`src/hw/rtl/stok_pkg.sv`:
```
package stok_pkg;

	// integer accumulator width and the width of an event's value field
	localparam int INT_BITS = 31;
	localparam int VAL_W    = 31;
	localparam int ACC_W    = INT_BITS + 4;

	localparam logic [INT_BITS-1:0] INT_TOP = {INT_BITS{1'b1}};
	localparam logic [3:0]          RADIX   = 4'd10;

	localparam logic [7:0] CH_SPACE = 8'h20;
	localparam logic [7:0] CH_TAB   = 8'h09;
	localparam logic [7:0] CH_LF    = 8'h0A;
	localparam logic [7:0] CH_CR    = 8'h0D;
	localparam logic [7:0] CH_COLON = 8'h3A;
	localparam logic [7:0] CH_QUOTE = 8'h22;
	localparam logic [7:0] CH_0     = 8'h30;
	localparam logic [7:0] CH_9     = 8'h39;
	localparam logic [7:0] CH_UA    = 8'h41;
	localparam logic [7:0] CH_UZ    = 8'h5A;
	localparam logic [7:0] CH_LA    = 8'h61;
	localparam logic [7:0] CH_LZ    = 8'h7A;
	localparam logic [7:0] CASE_BIT = 8'h20;

	// result queue depth
	localparam int QDEPTH = 4;
	localparam int QPTR_W = $clog2(QDEPTH);
	localparam int QCNT_W = $clog2(QDEPTH + 1);

	typedef enum logic [2:0] {
		EV_INT  = 3'd0,
		EV_SYMC = 3'd1,
		EV_SYME = 3'd2,
		EV_STRC = 3'd3,
		EV_STRE = 3'd4,
		EV_EOI  = 3'd5,
		EV_ERR  = 3'd6
	} event_kind_t;

	typedef struct packed {
		event_kind_t      kind;
		logic [VAL_W-1:0] value;
		logic             last;
	} result_t;

	// what one scanned byte pushes into the result queue
	typedef struct packed {
		logic [1:0] n;
		result_t    r0;
		result_t    r1;
	} push_t;

	typedef struct packed {
		logic [QCNT_W-1:0] count;
		logic              room;
	} qstat_t;

endpackage

```
`src/hw/rtl/stok_ifs.sv`:
```
interface stok_in_if;
	logic       valid;
	logic       ready;
	logic [7:0] char_in;
	logic       end_mark;

	modport source (output valid, output char_in, output end_mark, input ready);
	modport sink (input valid, input char_in, input end_mark, output ready);
endinterface

interface stok_out_if;
	logic        valid;
	logic        ready;
	logic [2:0]  event_kind;
	logic [30:0] event_value;
	logic        last_of_step;

	modport source (output valid, output event_kind, output event_value, output last_of_step,
		input ready);
	modport sink (input valid, input event_kind, input event_value, input last_of_step,
		output ready);
endinterface

```
`src/hw/rtl/stok_scan.sv`:
```
module stok_scan (
	input  logic           clk,
	input  logic           arst_n,
	stok_in_if.sink        script,
	input  logic           room,
	output stok_pkg::push_t push
);

	typedef enum logic [2:0] {
		M_IDLE = 3'd0,
		M_INT  = 3'd1,
		M_SYM  = 3'd2,
		M_STR  = 3'd3,
		M_ERR  = 3'd4
	} mode_t;

	mode_t                         mode_q, mode_d;
	logic [stok_pkg::INT_BITS-1:0] accum_q, accum_d;
	logic                          valid_s1;
	logic [7:0]                    char_s1;
	logic                          end_s1;
	logic                          advance;

	logic                          is_digit, is_letter, is_space, is_quote, sym_char;
	logic [7:0]                    lower;
	logic [3:0]                    digit;
	logic [stok_pkg::ACC_W-1:0]    prod;

	// start-of-token decode
	mode_t                         st_mode;
	logic [stok_pkg::INT_BITS-1:0] st_accum;
	logic                          st_emit;
	stok_pkg::result_t             st_res;

	stok_pkg::result_t             res0, res1;
	logic [1:0]                    n;

	assign script.ready = !valid_s1 || room;
	assign advance      = valid_s1 && room;

	always_ff @(posedge clk or negedge arst_n) begin
		if (!arst_n) begin
			valid_s1 <= 1'b0;
		end else if (script.valid && script.ready) begin
			valid_s1 <= 1'b1;
		end else if (advance) begin
			valid_s1 <= 1'b0;
		end
	end

	always_ff @(posedge clk) begin
		if (script.valid && script.ready) begin
			char_s1 <= script.char_in;
			end_s1  <= script.end_mark;
		end
	end

	always_comb begin
		is_digit  = char_s1 inside {[stok_pkg::CH_0 : stok_pkg::CH_9]};
		is_letter = char_s1 inside {[stok_pkg::CH_UA : stok_pkg::CH_UZ],
			[stok_pkg::CH_LA : stok_pkg::CH_LZ]};
		is_space  = char_s1 inside {stok_pkg::CH_SPACE, stok_pkg::CH_TAB,
			stok_pkg::CH_LF, stok_pkg::CH_CR};
		is_quote  = (char_s1 == stok_pkg::CH_QUOTE);
		sym_char  = is_letter || (char_s1 == stok_pkg::CH_COLON);
		lower     = (char_s1 inside {[stok_pkg::CH_UA : stok_pkg::CH_UZ]}) ?
			(char_s1 | stok_pkg::CASE_BIT) : char_s1;
		digit     = 4'(char_s1 - stok_pkg::CH_0);
	end

	// accum * 10 + digit, saturating at the top value
	assign prod = stok_pkg::ACC_W'(accum_q) * stok_pkg::ACC_W'(stok_pkg::RADIX)
		+ stok_pkg::ACC_W'(digit);

	always_comb begin
		st_accum = '0;
		st_emit  = 1'b0;
		st_res   = '{kind: stok_pkg::EV_ERR, value: '0, last: 1'b0};
		if (is_space) begin
			st_mode = M_IDLE;
		end else if (is_digit) begin
			st_mode  = M_INT;
			st_accum = stok_pkg::INT_BITS'(digit);
		end else if (is_letter) begin
			st_mode = M_SYM;
			st_emit = 1'b1;
			st_res  = '{kind: stok_pkg::EV_SYMC, value: stok_pkg::VAL_W'(lower), last: 1'b0};
		end else if (is_quote) begin
			st_mode = M_STR;
		end else begin
			st_mode = M_ERR;
			st_emit = 1'b1;
		end
	end

	always_comb begin
		mode_d  = mode_q;
		accum_d = accum_q;
		n       = 2'd0;
		res0    = '{kind: stok_pkg::EV_ERR, value: '0, last: 1'b0};
		res1    = '{kind: stok_pkg::EV_EOI, value: '0, last: 1'b0};
		case (mode_q)
			M_IDLE, M_INT, M_SYM, M_STR: begin
				if (end_s1) begin
					accum_d = '0;
					mode_d  = M_IDLE;
					case (mode_q)
						M_INT: begin
							n    = 2'd2;
							res0 = '{kind: stok_pkg::EV_INT,
								value: stok_pkg::VAL_W'(accum_q), last: 1'b0};
						end
						M_SYM: begin
							n    = 2'd2;
							res0 = '{kind: stok_pkg::EV_SYME, value: '0, last: 1'b0};
						end
						M_STR: begin
							n      = 2'd1;
							mode_d = M_ERR;
						end
						default: begin
							n    = 2'd1;
							res0 = '{kind: stok_pkg::EV_EOI, value: '0, last: 1'b0};
						end
					endcase
				end else begin
					case (mode_q)
						M_INT: begin
							if (is_digit) begin
								accum_d = (prod > stok_pkg::ACC_W'(stok_pkg::INT_TOP)) ?
									stok_pkg::INT_TOP : stok_pkg::INT_BITS'(prod);
							end else begin
								res0    = '{kind: stok_pkg::EV_INT,
									value: stok_pkg::VAL_W'(accum_q), last: 1'b0};
								res1    = st_res;
								n       = st_emit ? 2'd2 : 2'd1;
								mode_d  = st_mode;
								accum_d = st_accum;
							end
						end
						M_SYM: begin
							if (sym_char) begin
								n    = 2'd1;
								res0 = '{kind: stok_pkg::EV_SYMC,
									value: stok_pkg::VAL_W'(lower), last: 1'b0};
							end else begin
								res0    = '{kind: stok_pkg::EV_SYME, value: '0, last: 1'b0};
								res1    = st_res;
								n       = st_emit ? 2'd2 : 2'd1;
								mode_d  = st_mode;
								accum_d = st_accum;
							end
						end
						M_STR: begin
							n = 2'd1;
							if (is_quote) begin
								res0   = '{kind: stok_pkg::EV_STRE, value: '0, last: 1'b0};
								mode_d = M_IDLE;
							end else begin
								res0 = '{kind: stok_pkg::EV_STRC,
									value: stok_pkg::VAL_W'(char_s1), last: 1'b0};
							end
						end
						default: begin
							res0    = st_res;
							n       = st_emit ? 2'd1 : 2'd0;
							mode_d  = st_mode;
							accum_d = st_accum;
						end
					endcase
				end
			end
			default: begin
				n      = 2'd1;
				mode_d = M_ERR;
			end
		endcase
		res0.last = (n == 2'd1);
		res1.last = 1'b1;
	end

	always_ff @(posedge clk or negedge arst_n) begin
		if (!arst_n) begin
			mode_q  <= M_IDLE;
			accum_q <= '0;
		end else if (advance) begin
			mode_q  <= mode_d;
			accum_q <= accum_d;
		end
	end

	assign push.n  = advance ? n : 2'd0;
	assign push.r0 = res0;
	assign push.r1 = res1;

endmodule

```
`src/hw/rtl/stok_rfifo.sv`:
```
module stok_rfifo (
	input  logic             clk,
	input  logic             arst_n,
	input  stok_pkg::push_t  push,
	stok_out_if.source       events,
	output stok_pkg::qstat_t stat
);

	stok_pkg::result_t               mem [stok_pkg::QDEPTH];
	logic [stok_pkg::QPTR_W-1:0]     wr_q, rd_q, wr_next;
	logic [stok_pkg::QCNT_W-1:0]     count_q;
	logic                            pop;
	stok_pkg::result_t               head;

	assign wr_next = wr_q + stok_pkg::QPTR_W'(1);
	assign pop     = events.valid && events.ready;
	assign head    = mem[rd_q];

	always_ff @(posedge clk) begin
		if (push.n != 2'd0) begin
			mem[wr_q] <= push.r0;
		end
		if (push.n == 2'd2) begin
			mem[wr_next] <= push.r1;
		end
	end

	always_ff @(posedge clk or negedge arst_n) begin
		if (!arst_n) begin
			wr_q    <= '0;
			rd_q    <= '0;
			count_q <= '0;
		end else begin
			wr_q    <= wr_q + stok_pkg::QPTR_W'(push.n);
			rd_q    <= rd_q + stok_pkg::QPTR_W'(pop);
			count_q <= count_q + stok_pkg::QCNT_W'(push.n) - stok_pkg::QCNT_W'(pop);
		end
	end

	assign events.valid        = (count_q != '0);
	assign events.event_kind   = head.kind;
	assign events.event_value  = head.value;
	assign events.last_of_step = head.last;

	// room for the two results a byte may cause, judged on registered fill only
	assign stat.count = count_q;
	assign stat.room  = (count_q <= stok_pkg::QCNT_W'(stok_pkg::QDEPTH - 2));

endmodule

```
`src/hw/rtl/script_token_scanner.sv`:
```
// channel  | dir | transaction payload
// ---------+-----+-------------------------------------------------
// script   | in  | char_in[7:0], end_mark
// events   | out | event_kind[2:0], event_value[30:0], last_of_step
//
// a script byte is registered, scanned combinationally, and its zero, one or two
// events land in a four-entry result queue
// sustained rate is one byte per cycle while each byte makes at most one event and
// events.ready stays high; a byte that makes two events needs two event transactions
// script.ready depends only on registered state (input register and queue fill), never on events.ready
// arst_n clears scanner mode, the integer accumulator and the queue pointers
module script_token_scanner (
	input  logic       clk,
	input  logic       arst_n,
	stok_in_if.sink    script,
	stok_out_if.source events
);

	stok_pkg::push_t  push;
	stok_pkg::qstat_t stat;

	// token scanner: input register, mode and accumulator update
	stok_scan u_scan (
		.clk    (clk),
		.arst_n (arst_n),
		.script (script),
		.room   (stat.room),
		.push   (push)
	);

	// result queue, drains one event per transaction
	stok_rfifo u_rfifo (
		.clk    (clk),
		.arst_n (arst_n),
		.push   (push),
		.events (events),
		.stat   (stat)
	);

	// queue never overfills
	a_no_overflow: assert property (@(posedge clk) disable iff (!arst_n)
		stat.count <= stok_pkg::QCNT_W'(stok_pkg::QDEPTH))
		else $error("result queue overfilled");

	// a push only happens with room for two
	a_push_room: assert property (@(posedge clk) disable iff (!arst_n)
		push.n != 2'd0 |-> stat.room)
		else $error("push without room");

	// the error mode is sticky: the next event shown after a taken error event is also an error event
	a_err_sticky: assert property (@(posedge clk) disable iff (!arst_n)
		(events.valid && events.ready && events.event_kind == stok_pkg::EV_ERR)
		|=> (!events.valid || events.event_kind == stok_pkg::EV_ERR))
		else $error("event after error is not an error");

endmodule

```
`src/flat_wrapper.sv`:
```
// flat-port wrapper written by rule: the top's interface ports become plain ports
module script_token_scanner_flat 
  (clk, arst_n, script_valid, script_char_in, script_end_mark, script_ready, events_valid, events_event_kind, events_event_value, events_last_of_step, events_ready);
  stok_in_if script_i ();
  stok_out_if events_i ();
  input  logic clk;
  input  logic arst_n;
  input wire logic [$bits(script_i.valid)-1:0] script_valid;
  input wire logic [$bits(script_i.char_in)-1:0] script_char_in;
  input wire logic [$bits(script_i.end_mark)-1:0] script_end_mark;
  output wire logic [$bits(script_i.ready)-1:0] script_ready;
  output wire logic [$bits(events_i.valid)-1:0] events_valid;
  output wire logic [$bits(events_i.event_kind)-1:0] events_event_kind;
  output wire logic [$bits(events_i.event_value)-1:0] events_event_value;
  output wire logic [$bits(events_i.last_of_step)-1:0] events_last_of_step;
  input wire logic [$bits(events_i.ready)-1:0] events_ready;
  assign script_i.valid = script_valid;
  assign script_i.char_in = script_char_in;
  assign script_i.end_mark = script_end_mark;
  assign script_ready = script_i.ready;
  assign events_valid = events_i.valid;
  assign events_event_kind = events_i.event_kind;
  assign events_event_value = events_i.event_value;
  assign events_last_of_step = events_i.last_of_step;
  assign events_i.ready = events_ready;
  script_token_scanner u_core (.clk(clk), .arst_n(arst_n), .script(script_i), .events(events_i));
endmodule
```
`config.mk`:
```
export PLATFORM = sky130hd
export DESIGN_NAME = script_token_scanner_flat
export DESIGN_NICKNAME = d
export VERILOG_FILES = /design/src/hw/rtl/stok_pkg.sv /design/src/hw/rtl/stok_ifs.sv /design/src/hw/rtl/stok_scan.sv /design/src/hw/rtl/stok_rfifo.sv /design/src/hw/rtl/script_token_scanner.sv /design/src/flat_wrapper.sv
export SDC_FILE = /design/constraint.sdc
export NUM_CORES = 1
export LEC_CHECK = 0
export BUFFER_PORTS_ARGS = -buffer_cell sky130_fd_sc_hd__buf_2
export CAP_MARGIN = 10
export CORE_MARGIN = 2
export CORE_UTILIZATION = 35
export CTS_BUF_LIST = sky130_fd_sc_hd__clkbuf_4 sky130_fd_sc_hd__clkbuf_8
export CTS_CLUSTER_SIZE = 14
export DETAILED_ROUTE_END_ITERATION = 10
export GPL_ROUTABILITY_DRIVEN = 0
export PLACE_DENSITY_LB_ADDON = 0.12
export SYNTH_ARGS = -nofsm -noshare
export SYNTH_HDL_FRONTEND = slang
export SYNTH_SLANG_ARGS = --single-unit
export TNS_END_PERCENT = 30
```
`constraint.sdc`:
```
create_clock -name clk -period 12.2 [get_ports clk]
set_clock_uncertainty 0.15 [all_clocks]
set_input_delay 0 -clock clk [delete_from_list [all_inputs] [get_ports clk]]
set_output_delay 0 -clock clk [all_outputs]
set_load 0.01 [all_outputs]
```
# Yosys cells after proc, flatten, opt, wreduce, memory -nomap -nowiden
# Memories as Yosys holds them, arrays and structs flattened.
# Cells that the tools add are included.
totals:
  register_bits: 51
  latchBits: 0
  ramBits: 140
  rom_bits: 0
  inputBits: 13
  out_inout_bits: 37
  word_cells: 113
  mem_count: 1
memory_table:
  columns: ["name", "depth", "word_bits", "read_ports", "rd_clocked_by_memory_dff", "wr", "line_no", "text"]
  rows:
  - ["u_core.u_rfifo.mem", 4, 35, 1, 0, 2, "stok_rfifo.sv:9", "stok_pkg::result_t mem [stok_pkg::QDEPTH];"]
op_classes:
  addsub: 7
  n_mul: 1
  div_mod_pow: 0
  order_cmp: 8
  eq_ne: 16
  shift: 0
  muxes: 53
  n_bitwise: 0
  reduce_logical: 19
ops:
  columns: ["cell", "n"]
  rows:
  - ["35-bit two-way mux", 11]
  - ["35-bit case mux with 3 select lines", 2]
  - ["31-bit two-way mux", 4]
  - ["31-bit case mux with 3 select lines", 1]
  - ["35-bit case mux with 2 select lines", 1]
  - ["35-bit by 4-bit adder with 35-bit output", 1]
  - ["35-bit by 31-bit greater-than comparator with 1-bit output (second input constant)", 1]
  - ["31-bit by 3-bit multiplier with 34-bit output (second input constant)", 1]
  - ["34-bit two-way mux", 1]
  - ["3-bit two-way mux", 10]
  - ["8-bit by 4-bit equality test with 1-bit output (second input constant)", 3]
  - ["8-bit by 6-bit equality test with 1-bit output (second input constant)", 3]
  - ["8-bit by 7-bit greater-or-equal comparator with 1-bit output (second input constant)", 2]
  - ["8-bit by 7-bit <= comparator with 1-bit output (second input constant)", 2]
  - ["2-bit two-way mux", 7]
  - ["4-bit != test (second input constant)", 3]
  - ["1-bit two-way mux", 11]
  - ["3-bit case mux with 3 select lines", 1]
  - ["8-bit by 6-bit greater-or-equal comparator with 1-bit output (second input constant)", 1]
  - ["8-bit by 6-bit <= comparator with 1-bit output (second input constant)", 1]
  - ["4-bit two-way mux", 2]
  - ["4-bit AND reduction", 2]
  - ["3-bit by 2-bit equality test with 1-bit output (second input constant)", 2]
  - ["1-bit logical AND", 6]
  - ["22 further kinds", 25]

# Depth between registers and ports, before layout
depth:
  word_depth: 15
  depth_mapped: 16

# Modules after synthesis
# Synthesis repeated with hierarchy kept, for this count alone.
hier_totals:
  cells_unflattened: 1103
  hier_area_um2: 13188.9
modules_own_cells:
  columns: ["module", "n_inst", "cells_per_inst", "area_each_um2", "seq_area_each_um2"]
  rows:
  - ["stok_rfifo", 1, 380, 7313.3, 4379.2]
  - ["stok_scan", 1, 723, 5875.6, 1146.1]

# Worst setup path after synthesis
# No wires, ideal clock.
synth_path:
  kind: "flip-flop to flip-flop"
  start: "reg u_core.u_scan.accum_q[1] in the netlist's numbering"
  end: "reg u_core.u_scan.accum_q[23] in the netlist's numbering"
  t_arrival_ps: 3955
  t_required_ps: 11911
  path_slack_ps: 7956
  stages_incl_launch_ff: 17
  n_path_buf: 3
  synth_period_minus_slack_ps: 4244
  path_cell_list: "dfrtp_1 ha_1 ha_1 fa_1 a21o_1 a221o_1 buf_2 a311o_1 a31o_2 xor2_1 nor4bb_1 nand4_1 or3_1 buf_2 nand3b_4 buf_8 o211ai_2"
synth_between:
  elab_chain_len: 7
synth_rtl:
  columns: ["element", "line_no", "text"]
  rows:
  - ["start, declared", "stok_scan.sv:18", "logic [stok_pkg::INT_BITS-1:0] accum_q, accum_d;"]
  - ["start signal, assigned", "stok_scan.sv:188", "accum_q <= accum_d;"]
  - ["31-bit by 3-bit multiplier with 34-bit output (*)", "stok_scan.sv:72", "assign prod = stok_pkg::ACC_W'(accum_q) * stok_pkg::ACC_W'(stok_pkg::RADIX)"]
  - ["35-bit by 4-bit adder with 35-bit output (*)", "stok_scan.sv:73", "+ stok_pkg::ACC_W'(digit);"]
  - ["35-bit by 31-bit greater-than comparator with 1-bit output", "stok_scan.sv:130", "accum_d = (prod > stok_pkg::ACC_W'(stok_pkg::INT_TOP)) ?"]
  - ["31-bit two-way mux (*)", "stok_scan.sv:130", null]
  - ["31-bit two-way mux (*)", "stok_scan.sv:129", "if (is_digit) begin"]
  - ["31-bit case mux with 3 select lines (*)", "stok_scan.sv:127", "case (mode_q)"]
  - ["31-bit two-way mux (*)", "stok_scan.sv:104", "if (end_s1) begin"]
# Every way passes the cells marked *; elsewhere a longest branch is shown, timed or not.
# A chain may end at the register's enable or synchronous reset.

# Final worst setup path
layout_path:
  start: "reg u_core.u_scan.accum_q[1] in the netlist's numbering"
  end: "reg u_core.u_scan.accum_q[18] in the netlist's numbering"
# Same word-level chain as after synthesis.

==> results by group <==
Yosys
  – Dominant cell type by area after synthesis: dfxtp_1
  – Top_reg_cell synth: dfxtp_1
  – EDFF count, synth: 53
  – YS warnings: 0
  – Async SR Flop Fraction: 22.0%
  – Share of Yosys cell area claimed by the top area cell type: 16.2%
  – Synthesized flop and latch total: between 150 and 200
  – Mapped cell area: 11900 sq um
  – Seq/Total Area, Yosys: roughly two fifths
  – Post-synthesis cell type count: 81
  – Synth Net Count: around 1400
  – Largest cells by area after synthesis: dfxtp_1 (16%), edfxtp_1 (13%), dfrtp_1 (8.9%), ha_1 (7.0%), mux4_2 (6.6%)
  – Cells after synthesis: 1300
  – Avg Inst Size Synth: between 9 and 10 sq um

Detailed routing
  – Routed Antenna Nets: 0
  – Initial DRC Count: between 600 and 700
  – WL final: about 35 mm
  – WL/cell: a little under 20 um
  – DR DRC count: 0
  – Vias per inst: between 5 and 6
  – Via count: 9960
  – Drt pass-1 iters: 5

STA
  – Worst Tran Pin Value: around 0.99 ns
  – Max Transition Viols Final: 0
  – Final min period: 5.06 ns
  – Max-Slew Margin vs Limit: about a third
  – RSZ-0062 raised after global routing: no
  – Final hold vios: 0
  – Tcrit/Tclk final: between 40% and 50%
  – Achievable frequency: between 150 and 200 MHz
  – Setup_tns: 0 ns
  – Setup violators final: 0

Critical path
  – Worst r2r dst: u_core.u_scan.accum_q[18]
  – Crit path arrival time: 5.31 ns
  – Critical R2R Launch: u_core.u_scan.accum_q[1]
  – Req. time, crit path: roughly 12 ns
  – Reg-to-reg slack, setup: roughly 7.1 ns
  – CP Class: register to register
  – Worst reg2reg path depth: 13
  – Maximum fanout along the worst path: 16
  – Critical Path End Type: register
  – Worst setup SP type: register

Power
  – Leak pwr: 4.95 nW
  – VDD IR max: 0.0790 mV
  – Power Dens Cells: roughly 130 nW/um^2
  – Design Power: between 1.5 and 2 mW

Place
  – Post-DP HPWL: 24.3 mm
  – Placed insts: between 1500 and 2000
  – Port buffer count: between 40 and 50

Floorplan
  – Die height: between 150 and 200 um
  – # IOs: 50
  – Die width: approximately 190 um
  – Die Footprint: 35400 sq um
  – Initial Util: around 35%
  – Core area: 33400 sq um
  – Row Count: between 60 and 70

Global route
  – Initial antenna violation count: 0
  – Largest net degree at the start of global routing: 93
  – Total GRT Usage: between 20 and 25%
  – Number of global-route vias before repair: between 9000 and 10000
  – First-pass GRT wire length: 56.7 mm
  – GRT overflow: 0

CTS
  – Setup repair bufs after CTS: 0
  – CTS Buf Count: 17
  – Clock Latency Late Sink: a little under 0.5 ns
  – CTS tree: done
  – Root buffer cell: clkbuf_8
  – H-Tree Depth: 4
  – Maximum clock path buffer count: 2
  – Clock sink total: ~190
  – Clk slew on worst S/H paths: around 0.10 ns
  – Cts hold-fix bufs: 12
  – Resized cells post-CTS: 0

Layout
  – Non-filler cells, final: approximately 1800
  – Share of cells above drive strength 1: around 14%
  – # nets final: 1381
  – P&R area growth vs syn: 9.49%
  – Antenna fix cells: 0

Run
  – Max_cap viols: 0

Worst hold path
  – Hold crit path type: primary input to async pin

Run status
  – Outcome: complete, no violations
## worst max path at each step
stage,start,to,slack [ns],cells after the start
finish,u_core.u_scan.accum_q[1],u_core.u_scan.accum_q[18],7.14,13
floorplan,u_core.u_scan.accum_q[1],u_core.u_scan.accum_q[23],7.96,16
detailed placement,u_core.u_scan.accum_q[1],u_core.u_scan.accum_q[16],7.13,13
global placement,u_core.u_scan.accum_q[1],u_core.u_scan.accum_q[19],7.27,13
CTS,u_core.u_scan.accum_q[1],u_core.u_scan.accum_q[18],7.09,13
global route,u_core.u_scan.accum_q[1],u_core.u_scan.accum_q[18],6.71,13
## routing by layer
metal / vias to the layer above / GRT usage (%) / share of wire (%)
met3: 34 / 2.58 / 4.1
met5: - / 0 / 0
met2: 229 / 32.3 / 46
li1: 4833 / - / -
met4: 0 / 5.42 / 1.7
met1: 4864 / 28.8 / 49
## cells by family after synthesis
family                     after synthesis  synth area share, %
muxes                                   41                 7.19
buffers and inverters                  119                 4.09
adders and majority gates               69                 7.47
xor gates and xnor gates                53                 3.91
DFF                                    191                 38.5
and+or+nand+nor                        483                 19.8
AOI/OAI and AO/OA                      344                 19.0
## cell usage in the layout, fill, tap and decap left out, types with 12 or more instances in the layout
cell           synthesis  layout
nand4_1               16      16
dfrtp_1               42      40
xnor2_1               28      28
o22ai_1               14      14
o21ai_1               14      14
nor3_1                24      22
mux4_2                35      35
inv_1                 21      21
xor2_1                25      25
clkbuf_8               0      18
dlygate4sd3_1          0      12
buf_2                 13      49
dfxtp_1               96      96
nor2_1                55      53
buf_4                  1      17
a21oi_1              147     146
nand3_1              112     112
ha_1                  66      66
a32o_1                21      21
o21ai_0               38      38
nand2_1              192     192
and3_1                14      14
edfxtp_1              53      53
o211ai_1              15      15
## power breakdown
group          internal [mW]  switching (mW)  total, mW
Sequential             0.721          0.0943      0.815
Combinational          0.173           0.261      0.434
Clock                  0.238           0.229      0.467
## state kept, by name, indices dropped and copies added, names as in the netlist
register / flops
u_core.u_rfifo.mem: 140
u_core.u_scan.accum_q: 31
u_core.u_scan.char_s1: 8
u_core.u_rfifo.count_q: 3
u_core.u_scan.mode_q: 3
u_core.u_rfifo.rd_q: 2
u_core.u_rfifo.wr_q: 2
u_core.u_scan.end_s1: 1
u_core.u_scan.valid_s1: 1
## final cells by class
type	instances	area, sq um
Timing Repair Buffer	78	493
Multi-Input combinational cell	990	6850
Tap cell	448	561
Sequential cell	191	4570
Clock inverter	10	159
Inverter	21	78.8
Clock buffer	22	278
Fill cell	3354	20500
## Yosys cell counts (6+ instances only)
master    instances
a221oi_1          8
a21oi_2           9
nand4_1          16
nor3_1           24
inv_1            21
a32o_1           21
dfrtp_1          42
xor2_1           25
o211ai_1         15
a21oi_1         147
buf_2            13
nand3_1         112
a21o_1            7
o22ai_1          14
xnor2_1          28
mux4_2           35
or3_1             6
and2_1           11
o21ai_1          14
edfxtp_1         53
buf_1             8
and3_1           14
nand2_1         192
a31oi_1           9
nor4_1            6
clkbuf_1         74
o211ai_2         10
dfxtp_1          96
ha_1             66
o21ai_0          38
o31ai_1           6
nor2_1           55
and4_1            8
## critical path: stages (launching register included)
cell	delay, ns
dfrtp_1	0.49
ha_1	0.33
ha_1	0.23
fa_1	0.40
a21o_1	0.21
a221o_1	0.44
a311oi_1	0.41
xnor2_1	0.27
nand4_1	0.21
nor4bb_1	0.34
nand4_1	0.17
o211ai_2	0.73
nand3b_4	0.39
o211ai_1	0.19
## stage by stage
step | instance area [sq um] | setup WS (ns) | util, % | hold slack (ns)
floorplan | 11900 | 7.96 | - | -0.446
global placement | 12400 | 7.27 | 37.2 | 0.0301
detailed placement | 12400 | 7.13 | 37.2 | 0.0281
CTS | 13000 | 7.09 | 38.8 | 0.0388
global route | 13000 | 6.71 | 38.8 | 0.0489
finish | 13000 | 7.14 | 38.8 | 0.0642
No activity file was read; power rests on OpenSTA's default activity.
